`config.mk`:
```
export PLATFORM = sky130hd
export DESIGN_NAME = bubble_sort_engine
export DESIGN_NICKNAME = d
export VERILOG_FILES = /design/src/sv/bse_pkg.sv /design/src/sv/bubble_sort_engine.sv /design/src/sv/bse_ram.sv /design/src/sv/bse_sorter.sv
export SDC_FILE = /design/constraint.sdc
export NUM_CORES = 1
export LEC_CHECK = 0
export ABC_CLOCK_PERIOD_IN_PS = 10800
export BUFFER_PORTS_ARGS = -buffer_cell sky130_fd_sc_hd__buf_4
export CAP_MARGIN = 20
export CORE_MARGIN = 4
export CORE_UTILIZATION = 30
export CTS_CLUSTER_DIAMETER = 60
export DETAILED_ROUTE_END_ITERATION = 8
export GPL_TIMING_DRIVEN = 0
export PLACE_DENSITY = 0.54
export SLEW_MARGIN = 0
export SYNTH_ARGS = -nofsm -noshare
export SYNTH_HDL_FRONTEND = slang
export SYNTH_SLANG_ARGS = --single-unit
```
`constraint.sdc`:
```
create_clock -name clk -period 10.8 [get_ports clk]
set_input_delay 2.16 -clock clk [delete_from_list [all_inputs] [get_ports clk]]
set_output_delay 2.16 -clock clk [all_outputs]
set_load 0.02 [all_outputs]
```
`src/sv/bse_pkg.sv`:
```
`timescale 1ns / 1ps
`default_nettype none
// ----------------------------------------------------------------------------
// bse_pkg
// Shared types and constants for the bubble sort engine.
// ----------------------------------------------------------------------------
package bse_pkg;

  // Width of one sorted element.
  localparam int unsigned DATA_W = 32;

  // Configuration register indexes.
  localparam logic REG_EARLY_EXIT = 1'b0;

  // Sequencer states.
  typedef enum logic [2:0] {
    ST_IDLE,
    ST_PSTART,
    ST_PLOAD,
    ST_CMP,
    ST_PEND,
    ST_OREAD,
    ST_OLOAD,
    ST_OHOLD
  } st_t;

endpackage
`default_nettype wire

```
`src/sv/bubble_sort_engine.sv`:
```
`timescale 1ns / 1ps
`default_nettype none
// ----------------------------------------------------------------------------
// bubble_sort_engine
// Collects signed values, bubble sorts them in memory and streams them out.
// ----------------------------------------------------------------------------
// Usage:
// Values enter one beat at a time on the input channel (in_valid/in_ready,
// value, last). Each beat is stored in a DEPTH-entry memory as it is taken. Beats
// that arrive with the memory full are discarded and the run is flagged; the
// flag shows on the dropped output of every result beat of that run.
// A beat with last set closes the array. The block then stops taking input,
// bubble sorts the stored entries in place and streams them out in ascending
// order on the output channel (out_valid/out_ready, value_res, last_res,
// dropped), with last_res on the final beat. For n stored entries each sort
// pass steps through PSTART, PLOAD, its compares and PEND, with the single
// memory read port feeding one compare per cycle. With early_exit = 0 there
// are n-1 passes of n-1 compares; with early_exit = 1 each pass is one compare
// shorter and the sort stops after a pass with no swap. Read-out then steps
// through OREAD, OLOAD and OHOLD for each beat. A stall on out_ready simply
// holds the current beat; input stays blocked until the final beat is taken.
// Reset empties the array, clears the overflow flag and sets early_exit to 1.
// The early_exit register sits at byte address 0 of the APB port.
// ----------------------------------------------------------------------------
module bubble_sort_engine
  import bse_pkg::*;
#(
  parameter int unsigned DEPTH = 16
) (
  input  wire logic                     clk,
  input  wire logic                     rst,
  input  wire logic                     psel,
  input  wire logic                     penable,
  input  wire logic                     pwrite,
  input  wire logic [2:0]               paddr,
  input  wire logic [31:0]              pwdata,
  output logic      [31:0]              prdata,
  output logic                          pready,
  input  wire logic                     in_valid,
  output logic                          in_ready,
  input  wire logic signed [DATA_W-1:0] value,
  input  wire logic                     last,
  output logic                          out_valid,
  input  wire logic                     out_ready,
  output logic signed [DATA_W-1:0]      value_res,
  output logic                          last_res,
  output logic                          dropped
);

  logic early_exit;
  logic reg_hit;

  // Register index is the word address; only the early_exit word exists.
  assign reg_hit = (paddr[2] == REG_EARLY_EXIT);
  assign pready  = 1'b1;
  assign prdata  = reg_hit ? {31'b0, early_exit} : 32'b0;

  always_ff @(posedge clk) begin
    if (rst) begin
      early_exit <= 1'b1;
    end else if (psel && penable && pwrite && pready && reg_hit) begin
      early_exit <= pwdata[0];
    end
  end

  bse_sorter #(
    .DEPTH(DEPTH)
  ) u_sorter (
    .clk       (clk),
    .rst       (rst),
    .early_exit(early_exit),
    .in_valid  (in_valid),
    .in_ready  (in_ready),
    .value     (value),
    .last      (last),
    .out_valid (out_valid),
    .out_ready (out_ready),
    .value_res (value_res),
    .last_res  (last_res),
    .dropped   (dropped)
  );

  // Input and output never overlap: a run is loaded, then sorted, then drained.
  assert property (@(posedge clk) disable iff (rst) !(in_ready && out_valid))
    else $error("input open while results are pending");

  // Taking the final result returns the block to loading.
  assert property (@(posedge clk) disable iff (rst)
    (out_valid && out_ready && last_res) |=> in_ready)
    else $error("block did not return to loading after the final result");

  // A beat without last keeps the block loading.
  assert property (@(posedge clk) disable iff (rst)
    (in_valid && in_ready && !last) |=> in_ready)
    else $error("loading stopped without a last beat");

  // A beat with last closes the input until the run is drained.
  assert property (@(posedge clk) disable iff (rst)
    (in_valid && in_ready && last) |=> !in_ready)
    else $error("input still open after a last beat");

endmodule
`default_nettype wire

```
`src/sv/bse_ram.sv`:
```
`timescale 1ns / 1ps
`default_nettype none
// ----------------------------------------------------------------------------
// bse_ram
// Generic simple dual-port RAM: one write port, one read port, registered read.
// ----------------------------------------------------------------------------
module bse_ram #(
  parameter int unsigned WIDTH = 32,
  parameter int unsigned DEPTH = 16
) (
  input  wire logic                       clk,
  input  wire logic                       we,
  input  wire logic [$clog2(DEPTH)-1:0]   waddr,
  input  wire logic [WIDTH-1:0]           wdata,
  input  wire logic [$clog2(DEPTH)-1:0]   raddr,
  output logic      [WIDTH-1:0]           rdata
);

  logic [WIDTH-1:0] mem [DEPTH];

  always_ff @(posedge clk) begin
    if (we) begin
      mem[waddr] <= wdata;
    end
    rdata <= mem[raddr];
  end

endmodule
`default_nettype wire

```
`src/sv/bse_sorter.sv`:
```
`timescale 1ns / 1ps
`default_nettype none
// ----------------------------------------------------------------------------
// bse_sorter
// Load, bubble sort and read-out sequencer around the element memory.
// ----------------------------------------------------------------------------
module bse_sorter
  import bse_pkg::*;
#(
  parameter int unsigned DEPTH = 16
) (
  input  wire logic                     clk,
  input  wire logic                     rst,
  input  wire logic                     early_exit,
  input  wire logic                     in_valid,
  output logic                          in_ready,
  input  wire logic signed [DATA_W-1:0] value,
  input  wire logic                     last,
  output logic                          out_valid,
  input  wire logic                     out_ready,
  output logic signed [DATA_W-1:0]      value_res,
  output logic                          last_res,
  output logic                          dropped
);

  localparam int unsigned AW = $clog2(DEPTH);
  localparam int unsigned CW = $clog2(DEPTH + 1);

  st_t state, state_next;

  logic [CW-1:0]           count;    // elements loaded so far
  logic [CW-1:0]           n;        // array length of the current run
  logic [CW-1:0]           pass;
  logic [AW-1:0]           lim;      // compares in the current pass
  logic [AW-1:0]           j;        // compare index within the pass
  logic [AW-1:0]           k;        // read-out index
  logic                    swapped;
  logic                    ovf;
  logic signed [DATA_W-1:0] carry;   // larger element bubbling up

  logic                    ram_we;
  logic [AW-1:0]           ram_waddr;
  logic [DATA_W-1:0]       ram_wdata;
  logic [AW-1:0]           ram_raddr;
  logic [DATA_W-1:0]       ram_rdata;

  logic                    in_fire;
  logic                    out_fire;
  logic                    has_room;
  logic [CW-1:0]           n_new;
  logic                    gt;
  logic                    j_done;
  logic                    sort_done;
  logic                    out_done;

  bse_ram #(
    .WIDTH(DATA_W),
    .DEPTH(DEPTH)
  ) u_ram (
    .clk  (clk),
    .we   (ram_we),
    .waddr(ram_waddr),
    .wdata(ram_wdata),
    .raddr(ram_raddr),
    .rdata(ram_rdata)
  );

  assign in_fire   = in_valid && in_ready;
  assign out_fire  = out_valid && out_ready;
  assign has_room  = (count < CW'(DEPTH));
  assign n_new     = has_room ? (count + CW'(1)) : count;
  assign gt        = (carry > $signed(ram_rdata));
  assign j_done    = ({1'b0, j} + (AW+1)'(1)) == {1'b0, lim};
  // A pass ends the sort after n-1 passes, or, with early_exit set, once a pass made no swap.
  assign sort_done = ((pass + CW'(1)) == (n - CW'(1))) || (early_exit && !swapped);
  assign out_done  = ({1'b0, k} + (AW+1)'(1)) == (AW+1)'(n);

  // Next state.
  always_comb begin
    state_next = state;
    unique case (state)
      ST_IDLE: begin
        if (in_fire && last) begin
          state_next = (n_new < CW'(2)) ? ST_OREAD : ST_PSTART;
        end
      end
      ST_PSTART: state_next = ST_PLOAD;
      ST_PLOAD:  state_next = ST_CMP;
      ST_CMP: begin
        if (j_done) begin
          state_next = ST_PEND;
        end
      end
      ST_PEND:   state_next = sort_done ? ST_OREAD : ST_PSTART;
      ST_OREAD:  state_next = ST_OLOAD;
      ST_OLOAD:  state_next = ST_OHOLD;
      ST_OHOLD: begin
        if (out_ready) begin
          state_next = out_done ? ST_IDLE : ST_OREAD;
        end
      end
      default:   state_next = ST_IDLE;
    endcase
  end

  // Memory controls and handshake outputs.
  always_comb begin
    in_ready  = 1'b0;
    out_valid = 1'b0;
    ram_we    = 1'b0;
    ram_waddr = j;
    ram_wdata = carry;
    ram_raddr = '0;
    unique case (state)
      ST_IDLE: begin
        in_ready  = 1'b1;
        ram_we    = in_valid && has_room;
        ram_waddr = count[AW-1:0];
        ram_wdata = value;
      end
      ST_PSTART: ram_raddr = '0;
      ST_PLOAD:  ram_raddr = AW'(1);
      ST_CMP: begin
        // The smaller of the pair settles at j; j+2 is fetched for the next compare.
        ram_we    = 1'b1;
        ram_waddr = j;
        ram_wdata = gt ? ram_rdata : carry;
        ram_raddr = j + AW'(2);
      end
      ST_PEND: begin
        ram_we    = 1'b1;
        ram_waddr = lim;
        ram_wdata = carry;
      end
      ST_OREAD:  ram_raddr = k;
      ST_OLOAD:  ram_raddr = k;
      ST_OHOLD:  out_valid = 1'b1;
      default:   ram_raddr = '0;
    endcase
  end

  always_ff @(posedge clk) begin
    if (rst) begin
      state <= ST_IDLE;
      count <= '0;
      ovf   <= 1'b0;
    end else begin
      state <= state_next;
      if (in_fire) begin
        if (has_room) begin
          count <= count + CW'(1);
        end else begin
          ovf <= 1'b1;
        end
      end
      if (out_fire && out_done) begin
        count <= '0;
        ovf   <= 1'b0;
      end
    end
  end

  // Datapath registers.
  always_ff @(posedge clk) begin
    case (state)
      ST_IDLE: begin
        n    <= n_new;
        pass <= '0;
        lim  <= AW'(n_new - CW'(1));
        k    <= '0;
      end
      ST_PLOAD: begin
        carry   <= $signed(ram_rdata);
        j       <= '0;
        swapped <= 1'b0;
      end
      ST_CMP: begin
        if (gt) begin
          swapped <= 1'b1;
        end else begin
          carry <= $signed(ram_rdata);
        end
        j <= j + AW'(1);
      end
      ST_PEND: begin
        pass <= pass + CW'(1);
        if (early_exit) begin
          lim <= lim - AW'(1);
        end
      end
      ST_OLOAD: begin
        value_res <= $signed(ram_rdata);
        last_res  <= out_done;
      end
      ST_OHOLD: begin
        if (out_ready) begin
          k <= k + AW'(1);
        end
      end
      default: ;
    endcase
  end

  assign dropped = ovf;

endmodule
`default_nettype wire

```
Yosys cells after proc, flatten, opt, wreduce, memory -nomap -nowiden
Memories as Yosys holds them, arrays and structs flattened. A register that Yosys moved wholly into a read port is not among the register bits. Cells that the tools add are included.

Reduce and logical (&&, ||, !) cells: 24. $lt $le $gt $ge: 3. Bitwise logic cells: 2. Add/subtract/negate cells: 10. Equal/unequal tests: 16. Mux-type cells: 28.

Operator list (number): 32-bit case mux with 2 select lines (2); 32-bit 2-to-1 mux (2); 32-bit > comparator (1); 4-bit case mux with 2 select lines (4); 3-bit case mux with 8 select lines (1); 3-bit 2-to-1 mux (6); 3-bit equality test (second input constant) (4); 4-bit case mux with 3 select lines (1); 4-bit by 1-bit adder with 5-bit output (second input constant) (2); 5-bit by 1-bit adder with 5-bit output (second input constant) (2); 5-bit equality test (2); 5-bit case mux with 2 select lines (1); 2-bit AND reduction (5); 1-bit logical AND (9); 4-bit by 1-bit adder with 4-bit output (second input constant) (2); 4-bit 2-to-1 mux (2); 4-bit by 1-bit subtractor with 4-bit output (second input constant) (2); 3-bit by 2-bit equality test with 1-bit output (second input constant) (2); 1-bit 2-to-1 mux (6); 2-bit by 1-bit inequality test with 1-bit output (second input constant) (3); 2-bit inequality test (second input constant) (3); 2-bit nonzero test (3); 2-bit OR reduction (3); 5-bit by 4-bit equality test with 1-bit output (1); 12 further kinds (14).

Logic and storage cells: 97. Output and inout bits: 69. Input bits: 75. RAM bits: 512. Memories: 1. Register bits after elaboration: 98.

Memories: u_sorter.u_ram.mem (depth 16, width 32, rd ports 1, clocked after memory_dff 1, write ports 1, RTL line bse_ram.sv:19) `logic [WIDTH-1:0] mem [DEPTH];`.

Longest topological paths before layout
Depth after elaboration: 6. Depth in mapped cells: 11. Mapped depth without buffers: 8.

Modules after synthesis
Synthesis repeated with hierarchy kept, for this count alone.

Cells, all modules: 1340. Area, all modules: 25643.3 um^2.

By module, submodules not included: bse_ram (instances 1, cells an instance 838, sequential area each 16015.4 um^2, area an instance 19835.3 um^2); bse_sorter (instances 1, cells an instance 462, sequential area each 2822.7 um^2, area an instance 5492.8 um^2); bubble_sort_engine (instances 1, cells an instance 40, sequential area each 20.0 um^2, area an instance 315.3 um^2).

Worst setup path before layout
No wires, ideal clock.

Path kind: in2out. Start: input port paddr[2]. End: output port prdata[0]. Arrival: 2440 ps. Path slack: 6200 ps. Stages: 1. Data required time: 8640 ps. Cells stage by stage: nor2_1.

Word-level cells in the longest chain between the ends: 1.

Ends and longest elaborated chain: start: declaration (RTL line bubble_sort_engine.sv:35) `input wire logic [2:0] paddr,`; 1-bit 2-to-1 mux (RTL line bubble_sort_engine.sv:56) `assign prdata = reg_hit ? {31'b0, early_exit} : 32'b0;`; end: declaration (RTL line bubble_sort_engine.sv:37) `output logic [31:0] prdata,`.

Every way passes these cells.

Worst setup path after layout
Start: register u_sorter.state[0]. End: output port in_ready.

Word-level cells in the longest chain between the ends: 2.

Ends and longest elaborated chain: start: declaration (RTL line bse_sorter.sv:29) `st_t state, state_next;`; start signal: assignment (RTL line bse_sorter.sv:148) `state <= state_next;`; 3-bit zero test (RTL line bse_sorter.sv:114) `unique case (state)`; 1-bit 2-to-1 mux (RTL line bse_sorter.sv:114); end: declaration (RTL line bubble_sort_engine.sv:40) `output logic in_ready,`.

Every way passes these cells.

==> results.cfg <==
[detailed_routing]
viasPerCell = 4.84
dr.pass1.iters = 6
num_vias = 15200
drt_wl_total_um = 73000
postRouteAntennaNets = 0
drc = 0
dr.first_iter.drc_count = 1175
wl_per_cell_um = 23.3

[clock_tree]
clockBufferDepth = 3
postCtsHoldBufs = 0
cts_root_buffer = clkbuf_16
numCtsBuffers = 70
path_clk_slew_ns = 0.06
cts_tree = yes
cts_resized = 0
clk_latency_ns = 0.62
cts_max_level = 3
post-cts-setup-buffer-count = 0
cts_sinks = 642

[setup_path]
critical-path-slowest-cell = clkbuf_1
arrival_ns = 3.79
critPathKind = flop to primary output
startpoint = u_sorter.state[0]$_SDFFE_PP0P_
path_cells = inv_1 > ha_1 > clkbuf_1 > nor2b_1 > clkbuf_1 > clkbuf_1 > buf_4
end_kind = primary output
crit_path_max_fanout = 15
worst_setup_path_start_kind = flop
r2r_start = u_sorter.state[0]$_SDFFE_PP0P_
crit_required_ns = 8.64
critPathMaxStageDelay_ns = 0.92
cp_common_cell = clkbuf_1

[logic_synthesis]
synth_top_cell_area_share_pct = 66.2
ys_seq_area_share_pct = 69.2
postSynthAreaPerCell_um2 = 16.1
synth_cell_type_count = 58
synth_common_cells = edfxtp_1 (600), mux2i_1 (486), nand2_1 (86)
ys.flop_type = edfxtp_1
yosys.area.top_type = edfxtp_1
syn_area_um2 = 27200
ys_seq_elements = 642
yosysWarningCount = 0
syn_inst = 1689
netlist_top_cells_area = edfxtp_1 (66%), mux2i_1 (18%), dfxtp_1 (3.1%)
synth_edf_count = 600
yosysMostFrequentCell = edfxtp_1
synthArstFlopShare_pct = 0

[sta]
drv_slew = 0
fmax_ghz = 0.168
timing.slew.headroom_pct = 6.55
grt_setup_unrepaired = false
layout_min_cycle_time_ns = 5.95
finalSetupViolations = 0
finalSetupTns_ns = 0
fin_skew_ns = 0.0292
period_share_pct = 55.1
finalHoldViolations = 0
worst_pin_slew_ns = 1.40

[global_routing]
grt-ovfl-total = 0
grt_pass1_vias = 15400
grt_usage_pct = 15.1
grt_first_pass_wirelength_um = 104000
grt_max_degree = 33
grt_antenna_before_repair = 4

[outcome]
outcome = finished clean

[die]
die_h_um = 309
ios = 144
core_area_um2 = 90000
die_w_um = 309
die-area_um2 = 95700
start_util_pct = 30.3
row_count = 110

[power_and_ir_drop]
total_leakage_power_nw = 13.3
peakVddDrop_uv = 137
power_density_nw_per_um2 = 293

[place]
gp_congestion = 0.803
hpwlAfterDp_um = 48500
port_buffers = 78

[finish]
syn2layout_area_growth_pct = 19.0
layout.nets = 2025
fin_util_pct = 36.0
drive_gt1_share_pct = 17.7

[worst_hold_path]
worstHoldStart = u_sorter.dropped$_SDFFE_PP0P_
hp-class = flop to flop

[job]
maxCapViolCount = 0
[worst max-delay path: cells and delay by family (launching register included)]
family / cells / cell delay, ns
adder cells (fa/ha/maj): 1 / 0.36
buffers and inverters: 5 / 2.22
flip-flops: 1 / 0.35
AND/OR/NAND/NOR: 1 / 0.25
[per-stage QoR]
| step | std cells | power [mW] | setup WS (ns) | hold WS (ns) | cell area (um^2) |
|---|---|---|---|---|---|
| 2_1_floorplan | 1719 | 5.83 | 6.20 | 0.441 | 27300 |
| 3_3_place_gp | 2973 | 6.80 | 3.89 | 0.485 | 29400 |
| 3_5_place_dp | 2992 | 7.00 | 5.58 | 0.502 | 29900 |
| 4_1_cts | 3118 | 9.47 | 4.92 | 0.515 | 32200 |
| 5_1_grt | 3137 | 9.92 | 4.68 | 0.545 | 32400 |
| 6_report | 3138 | 9.48 | 4.85 | 0.517 | 32400 |
[placed cells by master (no fill, tap or decap), drive strengths merged, types with 6 or more instances in the layout]
cell and n:
a21oi 29, and2 6, buf 209, bufinv 8, clkbuf 101, clkinv 25, conb 32, dfxtp 42
edfxtp 600, ha 43, inv 53, mux2i 486, nand2 86, nand2b 7, nand3 12, nand4 9
nor2 47, o211ai 35, o21ai 44, xnor2 16, xor2 13
[where the power goes]
group	internal [mW]	switching (mW)	leakage, nW
clock	1.46	0.989	1.17
combinational	1.02	1.97	6.28
sequential	3.77	0.269	5.81
[worst paths after layout]
path	endpoint	slack, ns	cells after the start
min	u_sorter.dropped$_SDFFE_PP0P_	0.52	2
max	in_ready	4.85	7
min reg2reg	u_sorter.dropped$_SDFFE_PP0P_	0.52	2
max reg2reg	u_sorter.u_ram.mem[7][4]$_DFFE_PP_	6.55	8
[logic make-up after synthesis]
kind of cell / synth area share [%]
compound gates: 3.28
xor+xnor: 0.933
fa+ha+maj: 1.98
buf+inv: 3.38
flops: 69.2
mux: 17.9
other cells: 0.0276
simple gates: 3.29
[cell type report]
cell class	instances	area (um^2)
fill	8573	57600
sequential	642	18900
multi-input combinational	921	7690
clock buffer	86	1920
tap	1176	1470
timing repair buffer	116	1100
buffer	108	741
clock inverter	40	440
inverter	48	180
antenna	1	2.50
[flip-flops by register name, summed over array words and instances (netlist names), 4 cells and up]
name,flops
u_sorter.u_ram.mem,512
u_sorter.carry,32
u_sorter.u_ram.rdata,32
u_sorter.value_res,32
u_sorter.count,5
u_sorter.n,5
u_sorter.pass,5
u_sorter.j,4
u_sorter.k,4
u_sorter.lim,4
[per-layer routing]
metal,share of wire (%),GRT usage (%),vias up,wire length [um]
met5,0,0,-,0
met4,2.2,4.08,0,1600
met3,5.9,2.72,103,4280
met2,45,23.4,474,32500
met1,47,21.7,7773,34600
li1,-,-,6839,-
No activity file was read; power rests on OpenSTA's default activity.
